**config.mk**
```make
export PLATFORM = sky130hd
export DESIGN_NAME = murmur2_hash64_top
export DESIGN_NICKNAME = d
export VERILOG_FILES = /design/src/rtl/mh64_pkg.sv /design/src/rtl/murmur2_hash64_top.sv /design/src/rtl/mh64_mul.sv
export SDC_FILE = /design/constraint.sdc
export NUM_CORES = 2
export LEC_CHECK = 0
export BUFFER_PORTS_ARGS = -buffer_cell sky130_fd_sc_hd__buf_4
export CORE_MARGIN = 2
export CORE_UTILIZATION = 64
export DETAILED_ROUTE_END_ITERATION = 10
export PLACE_DENSITY_LB_ADDON = 0.08
export SKIP_CTS_REPAIR_TIMING = 1
export SLEW_MARGIN = 10
export SYNTH_ARGS = -nofsm -noshare
export SYNTH_HDL_FRONTEND = slang
export SYNTH_SLANG_ARGS = --single-unit
```
**constraint.sdc**
```tcl
create_clock -name clock -period 11.6 [get_ports clock]
set_input_delay 0.58 -clock clock [delete_from_list [all_inputs] [get_ports clock]]
set_output_delay 0.58 -clock clock [all_outputs]
set_load 0.02 [all_outputs]
```
**src/rtl/mh64_pkg.sv**
```systemverilog
`timescale 1ns / 1ps
// ----------------------------------------------------------------------------
// mh64_pkg
// Shared constants, types and helpers for the 64-bit murmur2 hash block.
// ----------------------------------------------------------------------------
package mh64_pkg;

   localparam int          LENGTH_BITS = 32;
   localparam logic [63:0] MUR_M       = 64'hc6a4a7935bd1e995;
   localparam int          MUR_R       = 47;
   localparam logic [3:0]  FULL_WORD   = 4'd8;

   typedef logic [LENGTH_BITS-1:0] len_type;

   typedef enum logic [3:0] {
      ST_IDLE,
      ST_LOAD,
      ST_LEN,
      ST_KEY1,
      ST_KEY2,
      ST_MIX,
      ST_TAIL,
      ST_FINAL,
      ST_OUT
   } state_type;

   typedef enum logic [1:0] {
      MUL_LO_LO,
      MUL_LO_HI,
      MUL_HI_LO,
      MUL_SUM
   } mul_step_type;

   typedef struct packed {
      logic        start;
      logic [63:0] operand;
   } mul_req_type;

   typedef struct packed {
      logic        done;
      logic [63:0] product;
   } mul_rsp_type;

   // v ^ (v >> r), the murmur shift-xor
   function automatic logic [63:0] xorshift(input logic [63:0] v);
      return v ^ (v >> MUR_R);
   endfunction

endpackage

```
**src/rtl/murmur2_hash64_top.sv**
```systemverilog
`timescale 1ns / 1ps
// ----------------------------------------------------------------------------
// murmur2_hash64_top
// MurmurHash64A over a stream of 64-bit little-endian key words.
// ----------------------------------------------------------------------------
// Each shared-unit multiply: four steps (three 32x32 products, then a sum).
// Multiplies per beat, n = 0 to 5:
//   +1 if first, +3 for a full word, +1 for a 1..7 byte tail on the last beat, +1 if last.
// The final hash waits in fin_ff for a free output slot, then is registered.
// Synchronous active-high reset clears seed, hash state, error and output valid.
// ----------------------------------------------------------------------------
module murmur2_hash64_top (
   input  logic        clock,
   input  logic        reset,
   // configuration
   input  logic        csr_wr_en,
   input  logic [63:0] csr_wr_data,
   // key word beats
   input  logic        req_valid,
   output logic        req_stall,
   input  logic [63:0] req_key_word,
   input  logic [3:0]  req_byte_count,
   input  logic        req_first_word,
   input  logic        req_last_word,
   input  logic [31:0] req_key_length,
   // hash result beats
   output logic        rsp_valid,
   input  logic        rsp_stall,
   output logic [63:0] rsp_hash_value,
   output logic        rsp_length_error
);

   mh64_pkg::state_type   state_ff, state_in;

   // key state
   logic [63:0]           seed_ff,  seed_in;
   logic [63:0]           hash_ff,  hash_in;
   mh64_pkg::len_type     bytes_ff, bytes_in;
   mh64_pkg::len_type     expect_ff, expect_in;
   logic                  err_ff,   err_in;

   // latched beat
   logic [63:0]           word_ff,  word_in;
   logic [3:0]            cnt_ff,   cnt_in;
   logic                  first_ff, first_in;
   logic                  last_ff,  last_in;

   // finished hash and output register
   logic [63:0]           fin_ff,   fin_in;
   logic                  rsp_valid_ff, rsp_valid_in;
   logic [63:0]           rsp_hash_ff,  rsp_hash_in;
   logic                  rsp_err_ff,   rsp_err_in;

   mh64_pkg::mul_req_type mul_req;
   mh64_pkg::mul_rsp_type mul_rsp;

   logic                  req_accept;
   logic                  slot_free;
   logic [3:0]            cnt_clamp;
   logic                  cnt_over;
   logic [63:0]           tail_mask;

   // dispatch: which multiply a beat needs first, given the running hash
   logic [63:0]           disp_hash;
   mh64_pkg::state_type   disp_state;
   logic [63:0]           disp_op;

   mh64_mul u_mul (
      .clock   (clock),
      .reset   (reset),
      .mul_req (mul_req),
      .mul_rsp (mul_rsp)
   );

   assign req_accept = req_valid && !req_stall;
   assign req_stall  = (state_ff != mh64_pkg::ST_IDLE);
   // output slot takes a new result when empty or being drained this cycle
   assign slot_free  = !rsp_valid_ff || !rsp_stall;

   // oversized counts act as a full word and flag the key
   assign cnt_over  = (req_byte_count > mh64_pkg::FULL_WORD);
   assign cnt_clamp = cnt_over ? mh64_pkg::FULL_WORD : req_byte_count;

   // low cnt bytes of the tail word; only used for counts 1..7
   assign tail_mask = ~(~64'd0 << {cnt_ff[2:0], 3'b000});

   // running hash seen by dispatch: fresh seed mix right after the length multiply
   always_comb begin
      if (state_ff == mh64_pkg::ST_LEN) begin
         disp_hash = seed_ff ^ mul_rsp.product;
      end else begin
         disp_hash = hash_ff;
      end
   end

   always_comb begin
      if (cnt_ff == mh64_pkg::FULL_WORD) begin
         disp_state = mh64_pkg::ST_KEY1;
         disp_op    = word_ff;
      end else if (last_ff && (cnt_ff != 4'd0)) begin
         disp_state = mh64_pkg::ST_TAIL;
         disp_op    = disp_hash ^ (word_ff & tail_mask);
      end else if (last_ff) begin
         disp_state = mh64_pkg::ST_FINAL;
         disp_op    = mh64_pkg::xorshift(disp_hash);
      end else begin
         // short word that is not last: counted and flagged, hash untouched
         disp_state = mh64_pkg::ST_IDLE;
         disp_op    = 64'd0;
      end
   end

   // next state
   always_comb begin
      state_in = state_ff;
      case (state_ff)
         mh64_pkg::ST_IDLE: begin
            if (req_accept) state_in = mh64_pkg::ST_LOAD;
         end
         mh64_pkg::ST_LOAD: begin
            state_in = first_ff ? mh64_pkg::ST_LEN : disp_state;
         end
         mh64_pkg::ST_LEN: begin
            if (mul_rsp.done) state_in = disp_state;
         end
         mh64_pkg::ST_KEY1: begin
            if (mul_rsp.done) state_in = mh64_pkg::ST_KEY2;
         end
         mh64_pkg::ST_KEY2: begin
            if (mul_rsp.done) state_in = mh64_pkg::ST_MIX;
         end
         mh64_pkg::ST_MIX: begin
            if (mul_rsp.done) state_in = last_ff ? mh64_pkg::ST_FINAL : mh64_pkg::ST_IDLE;
         end
         mh64_pkg::ST_TAIL: begin
            if (mul_rsp.done) state_in = mh64_pkg::ST_FINAL;
         end
         mh64_pkg::ST_FINAL: begin
            if (mul_rsp.done) state_in = mh64_pkg::ST_OUT;
         end
         mh64_pkg::ST_OUT: begin
            if (slot_free) state_in = mh64_pkg::ST_IDLE;
         end
         default: begin
            state_in = mh64_pkg::ST_IDLE;
         end
      endcase
   end

   // outputs: multiplier requests and datapath updates
   always_comb begin
      mul_req     = '0;
      seed_in     = csr_wr_en ? csr_wr_data : seed_ff;
      hash_in     = hash_ff;
      bytes_in    = bytes_ff;
      expect_in   = expect_ff;
      err_in      = err_ff;
      word_in     = word_ff;
      cnt_in      = cnt_ff;
      first_in    = first_ff;
      last_in     = last_ff;
      fin_in      = fin_ff;
      rsp_hash_in = rsp_hash_ff;
      rsp_err_in  = rsp_err_ff;
      // drop the result once taken
      rsp_valid_in = rsp_valid_ff && rsp_stall;

      case (state_ff)
         mh64_pkg::ST_IDLE: begin
            if (req_accept) begin
               // capture the beat; a first word restarts the byte count and error
               word_in  = req_key_word;
               cnt_in   = cnt_clamp;
               first_in = req_first_word;
               last_in  = req_last_word;
               if (req_first_word) begin
                  expect_in = mh64_pkg::len_type'(req_key_length);
                  bytes_in  = mh64_pkg::len_type'(cnt_clamp);
                  err_in    = 1'b0;
               end else begin
                  bytes_in  = bytes_ff + mh64_pkg::len_type'(cnt_clamp);
               end
               if (cnt_over || ((cnt_clamp != mh64_pkg::FULL_WORD) && !req_last_word)) begin
                  err_in = 1'b1;
               end
            end
         end
         mh64_pkg::ST_LOAD: begin
            if (first_ff) begin
               mul_req.start   = 1'b1;
               mul_req.operand = 64'(expect_ff);
            end else begin
               mul_req.start   = (disp_state != mh64_pkg::ST_IDLE);
               mul_req.operand = disp_op;
            end
         end
         mh64_pkg::ST_LEN: begin
            if (mul_rsp.done) begin
               hash_in         = disp_hash;
               mul_req.start   = (disp_state != mh64_pkg::ST_IDLE);
               mul_req.operand = disp_op;
            end
         end
         mh64_pkg::ST_KEY1: begin
            if (mul_rsp.done) begin
               mul_req.start   = 1'b1;
               mul_req.operand = mh64_pkg::xorshift(mul_rsp.product);
            end
         end
         mh64_pkg::ST_KEY2: begin
            if (mul_rsp.done) begin
               mul_req.start   = 1'b1;
               mul_req.operand = hash_ff ^ mul_rsp.product;
            end
         end
         mh64_pkg::ST_MIX: begin
            if (mul_rsp.done) begin
               hash_in         = mul_rsp.product;
               mul_req.start   = last_ff;
               mul_req.operand = mh64_pkg::xorshift(mul_rsp.product);
            end
         end
         mh64_pkg::ST_TAIL: begin
            if (mul_rsp.done) begin
               hash_in         = mul_rsp.product;
               mul_req.start   = 1'b1;
               mul_req.operand = mh64_pkg::xorshift(mul_rsp.product);
            end
         end
         mh64_pkg::ST_FINAL: begin
            // avalanche works on a copy; the running hash stays as mixed
            if (mul_rsp.done) fin_in = mh64_pkg::xorshift(mul_rsp.product);
         end
         mh64_pkg::ST_OUT: begin
            if (slot_free) begin
               rsp_valid_in = 1'b1;
               rsp_hash_in  = fin_ff;
               rsp_err_in   = err_ff || (bytes_ff != expect_ff);
            end
         end
         default: begin
         end
      endcase
   end

   always_ff @(posedge clock) begin
      if (reset) begin
         state_ff     <= mh64_pkg::ST_IDLE;
         seed_ff      <= 64'd0;
         hash_ff      <= 64'd0;
         bytes_ff     <= '0;
         expect_ff    <= '0;
         err_ff       <= 1'b0;
         rsp_valid_ff <= 1'b0;
      end else begin
         state_ff     <= state_in;
         seed_ff      <= seed_in;
         hash_ff      <= hash_in;
         bytes_ff     <= bytes_in;
         expect_ff    <= expect_in;
         err_ff       <= err_in;
         rsp_valid_ff <= rsp_valid_in;
      end
   end

   // payload registers, no reset
   always_ff @(posedge clock) begin
      word_ff     <= word_in;
      cnt_ff      <= cnt_in;
      first_ff    <= first_in;
      last_ff     <= last_in;
      fin_ff      <= fin_in;
      rsp_hash_ff <= rsp_hash_in;
      rsp_err_ff  <= rsp_err_in;
   end

   assign rsp_valid        = rsp_valid_ff;
   assign rsp_hash_value   = rsp_hash_ff;
   assign rsp_length_error = rsp_err_ff;

endmodule

```
**src/rtl/mh64_mul.sv**
```systemverilog
`timescale 1ns / 1ps
// ----------------------------------------------------------------------------
// mh64_mul
// Shared multiplier: low 64 bits of operand * M from three 32x32 products.
// ----------------------------------------------------------------------------
module mh64_mul (
   input  logic                 clock,
   input  logic                 reset,
   input  mh64_pkg::mul_req_type mul_req,
   output mh64_pkg::mul_rsp_type mul_rsp
);

   logic                   busy_ff,  busy_in;
   logic                   done_ff,  done_in;
   mh64_pkg::mul_step_type step_ff,  step_in;
   logic [63:0]            a_ff,     a_in;
   logic [63:0]            prod_ff,  prod_in;
   logic [63:0]            acc_ff,   acc_in;
   logic [31:0]            mul_x;
   logic [31:0]            mul_y;

   // pick operand halves for the single 32x32 multiplier
   always_comb begin
      mul_x = (step_ff == mh64_pkg::MUL_HI_LO) ? a_ff[63:32] : a_ff[31:0];
      mul_y = (step_ff == mh64_pkg::MUL_LO_HI) ? mh64_pkg::MUR_M[63:32]
                                               : mh64_pkg::MUR_M[31:0];
   end

   always_comb begin
      busy_in = busy_ff;
      done_in = 1'b0;
      step_in = step_ff;
      a_in    = a_ff;
      prod_in = prod_ff;
      acc_in  = acc_ff;
      if (!busy_ff) begin
         if (mul_req.start) begin
            busy_in = 1'b1;
            step_in = mh64_pkg::MUL_LO_LO;
            a_in    = mul_req.operand;
         end
      end else begin
         prod_in = 64'(mul_x) * 64'(mul_y);
         case (step_ff)
            mh64_pkg::MUL_LO_LO: begin
               step_in = mh64_pkg::MUL_LO_HI;
            end
            mh64_pkg::MUL_LO_HI: begin
               acc_in  = prod_ff;
               step_in = mh64_pkg::MUL_HI_LO;
            end
            mh64_pkg::MUL_HI_LO: begin
               acc_in  = acc_ff + {prod_ff[31:0], 32'd0};
               step_in = mh64_pkg::MUL_SUM;
            end
            mh64_pkg::MUL_SUM: begin
               acc_in  = acc_ff + {prod_ff[31:0], 32'd0};
               busy_in = 1'b0;
               done_in = 1'b1;
            end
            default: begin
               busy_in = 1'b0;
            end
         endcase
      end
   end

   always_ff @(posedge clock) begin
      if (reset) begin
         busy_ff <= 1'b0;
         done_ff <= 1'b0;
         step_ff <= mh64_pkg::MUL_LO_LO;
      end else begin
         busy_ff <= busy_in;
         done_ff <= done_in;
         step_ff <= step_in;
      end
   end

   always_ff @(posedge clock) begin
      a_ff    <= a_in;
      prod_ff <= prod_in;
      acc_ff  <= acc_in;
   end

   assign mul_rsp.done    = done_ff;
   assign mul_rsp.product = acc_ff;

endmodule

```
# After elaboration in Yosys (flattened, before gate mapping)
# Index checks and enable logic that the tools add are counted.
[totals] reg_bits=593
[op_classes] magnitude_cmp=1 eq_ne=24 n_shift=1 n_mux=42 multipliers=1 n_bitwise=8 add_sub_neg=2 reduce_logical=34
[op_table] cell="64-bit two-way mux" n=6
[op_table] cell="65-bit two-way mux" n=5
[op_table] cell="65-bit case mux with 5 select lines" n=1
[op_table] cell="64-bit case mux with 2 select lines" n=2
[op_table] cell="64-bit bitwise XOR" n=3
[op_table] cell="64-bit by 17-bit bitwise XOR with 64-bit output" n=2
[op_table] cell="32-bit two-way mux" n=3
[op_table] cell="64-bit adder" n=1
[op_table] cell="64-bit bitwise AND" n=1
[op_table] cell="32-bit by 32-bit multiplier with 64-bit output" n=1
[op_table] cell="64-bit inverter" n=1
[op_table] cell="64-bit by 6-bit left shift with 64-bit output, first input constant" n=1
[op_table] cell="4-bit two-way mux" n=12
[op_table] cell="4-bit case mux with 9 select lines" n=1
[op_table] cell="32-bit by 4-bit adder with 32-bit output" n=1
[op_table] cell="32-bit != test" n=1
[op_table] cell="4-bit by 3-bit equality test with 1-bit output, second input constant" n=4
[op_table] cell="2-bit by 1-bit != test with 1-bit output, second input constant" n=7
[op_table] cell="2-bit AND reduction" n=6
[op_table] cell="4-bit nonzero test" n=3
[op_table] cell="3-bit AND reduction" n=3
[op_table] cell="4-bit by 2-bit equality test with 1-bit output, second input constant" n=2
[op_table] cell="4-bit equality test, second input constant" n=2
[op_table] cell="1-bit two-way mux" n=8
[op_table] cell="other kinds (18)" n=36

# Longest topological paths before layout
[logic_depth] depth_word=10 ltp_mapped=34 ltp_nobuf=31

# Cells and area by module
# A second synthesis with hierarchy kept.
[hier_totals] hier_cells=5137 area_unflattened_um2=52907.0
[by_module_without_submodules] module="mh64_mul" area_each_um2=32855.3 instances=1 cells_per_inst=3073 seq_area_each_um2=5845.6
[by_module_without_submodules] module="murmur2_hash64_top" area_each_um2=20051.7 instances=1 cells_per_inst=2064 seq_area_each_um2=9939.5

# Worst setup path after synthesis
# OpenSTA, ideal clock, no wires.
[synth_path] kind="flip-flop to flip-flop" from="reg u_mul.step_ff[1]" to="reg u_mul.prod_ff[58] (data pin)" setup_time_ns=0.259 n_path_buf=3 arrival_ns=8.413 synth_period_minus_slack_ns=8.673 stages_incl_launch_ff=32 slack_ns=2.927 path_cell_list="dfxtp_1 -> ha_1 -> clkbuf_1 -> buf_1 -> mux2i_1 -> inv_1 -> and2_1 -> inv_1 -> fa_1 -> inv_1 -> fa_1 -> inv_1 -> fa_1 -> inv_1 -> fa_1 -> inv_1 -> fa_1 -> fa_1 -> fa_1 -> fa_1 -> inv_1 -> ha_1 -> clkbuf_1 -> a21o_1 -> a311o_1 -> nand3_1 -> a21oi_1 -> nor4_1 -> o21ai_1 -> a31oi_1 -> o21ai_0 -> xnor2_1"
[synth_between] elab_chain_cells=3 word_cells_on_any_way=5
[synth_lines] item="start: declaration" line_no="mh64_mul.sv:15" rtl="mh64_pkg::mul_step_type step_ff, step_in;"
[synth_lines] item="start signal: assignment" line_no="mh64_mul.sv:72" rtl="step_ff <= mh64_pkg::MUL_LO_LO;"
[synth_lines] item="start signal: assignment" line_no="mh64_mul.sv:76" rtl="step_ff <= step_in;"
[synth_lines] item="2-bit equality test or 2-bit by 1-bit equality test with 1-bit output (tied branches)" line_no="mh64_mul.sv:24, mh64_mul.sv:25"
[synth_lines] item="32-bit two-way mux, on equally long branches" line_no="mh64_mul.sv:24, mh64_mul.sv:25"
[synth_lines] item="32-bit by 32-bit multiplier with 64-bit output *" line_no="mh64_mul.sv:43" rtl="prod_in = 64'(mul_x) * 64'(mul_y);"
[synth_lines] item="end signal: assignment" line_no="mh64_mul.sv:82" rtl="prod_ff <= prod_in;"
[synth_lines] item="end: declaration" line_no="mh64_mul.sv:17" rtl="logic [63:0] prod_ff, prod_in;"
# Mark *: on every way between the ends. The rest lies on a longest branch, timed or not.
# A chain may end at the register's enable or synchronous reset.

# Worst setup path after layout
[layout_path] from="reg u_mul.step_ff[0]" to="reg u_mul.prod_ff[63] (data pin)"
# The elaborated chain is that of the path after synthesis.

==> results.sh <==
export IMPL_core_area_um2=80400
export IMPL_cp_endpoint="u_mul.prod_ff[63]$_DFFE_PP_"
export IMPL_status="finished clean"
export IMPL_nets=6406
export IMPL_critPathLaunchType="register"
export IMPL_via_count=38521
export IMPL_dr_first_iter_drc_count=4120
export IMPL_crit_arrival_ns=10.72
export IMPL_viasPerCell=6.13
export IMPL_synth_cell_types=83
export IMPL_avgSynthCellArea_um2=10.3
export IMPL_grt_setup_unrepaired="no"
export IMPL_finalMaxSlewViolations=0
export IMPL_ff2ff_setup_slack_ns=1.32
export IMPL_wirelength_mm=164
export IMPL_finalSetupViolations=0
export IMPL_routabilityCongestion=0.989
export IMPL_cts_sinks=593
export IMPL_drive_above_1_share_pct=8.72
export IMPL_port_buffers=237
export IMPL_worst_slew_pin_slew_ns=1.11
export IMPL_r2r_end="u_mul.prod_ff[63]$_DFFE_PP_"
export IMPL_fmax_ghz=0.0972
export IMPL_fin_crit_sh_pct=88.7
export IMPL_grt_pass1_vias=38479
export IMPL_slowest_stage="mux2i_1"
export IMPL_post_route_min_period_ns=10.28
export IMPL_async_flop_share_pct=0
export IMPL_synth_seq_cells=593
export IMPL_ant_nets=0
export IMPL_ys_seq_area_share_pct=30.4
export IMPL_drt_pass1_iterations=6
export IMPL_tns_ns=0
export IMPL_clockBufferDepth=3
export IMPL_cp_data_required_time_ns=12.04
export IMPL_die_x_um=289
export IMPL_cts_tree="done"
export IMPL_grt_antenna_before_repair=6
export IMPL_h_tree_depth=2
export IMPL_cts_buffers=52
export IMPL_cts_root_buf="clkbuf_16"
export IMPL_grt_overflow=0
export IMPL_wl_per_cell_um=26.1
export IMPL_die_y_um=289
export IMPL_drv_cap=0
export IMPL_clk_latency_ns=0.61
export IMPL_r2r_cells=28
export IMPL_drc_errors=0
export IMPL_critical_path_class="register to register"
export IMPL_syn2layout_area_growth_pct=9.04
export IMPL_endpoint_kind="register"
export IMPL_place_hpwl_mm=132
export IMPL_path_clk_slew_ns=0.07
export IMPL_rows=104
export IMPL_grt_pass1_wl_mm=241
export IMPL_crit_top_cell="fa_1"
export IMPL_worstHoldPathType="primary input to register"
export IMPL_maxSlewHeadroom_pct=26.0
export IMPL_hold_violations=0
export IMPL_post_route_util_pct=70.4
export IMPL_dieArea_um2=83400
export IMPL_grt_max_degree=104
export IMPL_synth_edff_count=391
export IMPL_synth_warnings=0
export IMPL_initial_core_util_pct=64.5
export IMPL_synth_area_um2=51900
export IMPL_synthCells=5017
export IMPL_io_pins=238
export IMPL_worstPathMaxFanout=11
export IMPL_grt_usage_pct=39.4
export IMPL_synthFlopType="edfxtp_1"
export IMPL_startpoint="u_mul.step_ff[0]$_SDFFE_PP0P_"
export IMPL_whs_path_depth=1
export IMPL_skew_ns=0.0330
export IMPL_r2r_start="u_mul.step_ff[0]$_SDFFE_PP0P_"
export IMPL_critical_path_max_stage_delay_ns=0.90
-- per-stage QoR --
stage / std cells / setup WS [ns] / hold WS [ns] / cell area [um2]
2_1_floorplan: 5018 / 2.93 / 0.400 / 51900
5_1_grt: 6280 / 1.00 / 0.142 / 56600
3_3_place_gp: 6182 / 1.67 / 0.401 / 54800
6_report: 6283 / 1.32 / 0.155 / 56600
4_1_cts: 6280 / 1.49 / 0.133 / 56600
3_5_place_dp: 6182 / 1.51 / 0.405 / 54800
-- sequential cells by signal, summed over array words and instances, names as in the netlist, 2 cells and up --
name            count
word_ff            64
u_mul.prod_ff      64
bytes_ff           32
u_mul.step_ff       2
fin_ff             64
u_mul.acc_ff       64
hash_ff            64
rsp_hash_value     64
expect_ff          32
cnt_ff              4
state_ff            4
seed_ff            64
u_mul.a_ff         64
-- cell type report --
type                    count  area [um2]
multi-input cells        3412       32400
fillers                  6125       23800
flip-flops and latches    593       15800
inverters                 812        3050
repair buffers            305        2290
clock buffers              70        1470
well taps                1060        1330
clock inverters            28         277
diodes                      3        7.51
-- layer usage --
metal	track usage [%]	wire length (um)
met3	5.24	13100
met4	24.0	12300
met5	0	32
met2	64.6	77300
met1	50.0	61200
-- placed cells by master (no fill, tap or decap), types with 108 or more instances in the layout --
master / instances
a21oi_1: 303
buf_4: 304
dfxtp_1: 201
edfxtp_1: 391
fa_1: 624
ha_1: 432
inv_1: 808
mux2i_1: 108
nand2_1: 297
nor2_1: 361
o21ai_0: 236
xnor2_1: 157
xor2_1: 148
-- worst min path at each step --
stage                    startpoint                           end  slack [ns]
2_1_floorplan   fin_ff[0]$_DFFE_PP_   rsp_hash_value[0]$_DFFE_PP_        0.40
5_1_grt            req_key_word[37]         word_ff[37]$_DFFE_PP_        0.14
3_3_place_gp   fin_ff[45]$_DFFE_PP_  rsp_hash_value[45]$_DFFE_PP_        0.40
4_1_cts            req_key_word[37]         word_ff[37]$_DFFE_PP_        0.13
3_5_place_dp    fin_ff[3]$_DFFE_PP_   rsp_hash_value[3]$_DFFE_PP_        0.40
6_report           req_key_word[37]         word_ff[37]$_DFFE_PP_        0.15
-- Yosys cell counts, types with 8 or more instances --
cell type | n | share of area (%)
a211oi_1 | 46 | 0.67
a21o_1 | 75 | 1.1
a21oi_1 | 304 | 2.9
a222oi_1 | 32 | 0.62
a22oi_1 | 20 | 0.29
a2bb2oi_1 | 8 | 0.14
a31oi_1 | 15 | 0.18
a32oi_1 | 16 | 0.27
and2_1 | 27 | 0.33
and3_1 | 24 | 0.29
buf_1 | 21 | 0.15
buf_2 | 18 | 0.17
clkbuf_1 | 162 | 1.2
dfxtp_1 | 202 | 7.8
edfxtp_1 | 391 | 23
fa_1 | 624 | 24
ha_1 | 435 | 10
inv_1 | 809 | 5.9
mux2_2 | 11 | 0.24
mux2i_1 | 111 | 2.1
nand2_1 | 297 | 2.1
nand2b_1 | 17 | 0.20
nand3_1 | 40 | 0.39
nand4_1 | 29 | 0.35
nor2_1 | 364 | 2.6
nor2b_1 | 58 | 0.70
nor3_1 | 37 | 0.36
nor3b_1 | 18 | 0.26
nor4_1 | 13 | 0.16
o211a_1 | 24 | 0.46
o211ai_1 | 52 | 0.75
o21a_1 | 14 | 0.20
o21ai_0 | 236 | 2.3
o21bai_1 | 21 | 0.30
o22ai_1 | 33 | 0.40
o31ai_1 | 8 | 0.12
or2_2 | 18 | 0.22
xnor2_1 | 157 | 2.6
xor2_1 | 148 | 2.5
-- worst max-delay path: cells and delay by family (launching register included) --
kind,cells,cell delay [ns]
AO/OA/AOI/OAI,5,1.55
adder cells (fa/ha/maj),10,4.59
buffers and inverters,8,1.58
flip-flops,1,0.36
multiplexers,1,0.90
AND/OR/NAND/NOR,4,1.11
-- logic make-up (layout without fill, tap and decap cells) --
family	count (synthesis)	in the layout	synth area share, %
other cells	1	5	0.00723
xor+xnor	305	305	5.15
compound gates	955	955	11.6
fa+ha+maj	1059	1059	34.6
flops	593	593	30.4
buf+inv	1013	1215	7.37
simple gates	969	969	8.47
mux	122	122	2.38
Power is not shown: default switching activity piles up to over one toggle a cycle in this logic, so the estimate is an artifact.
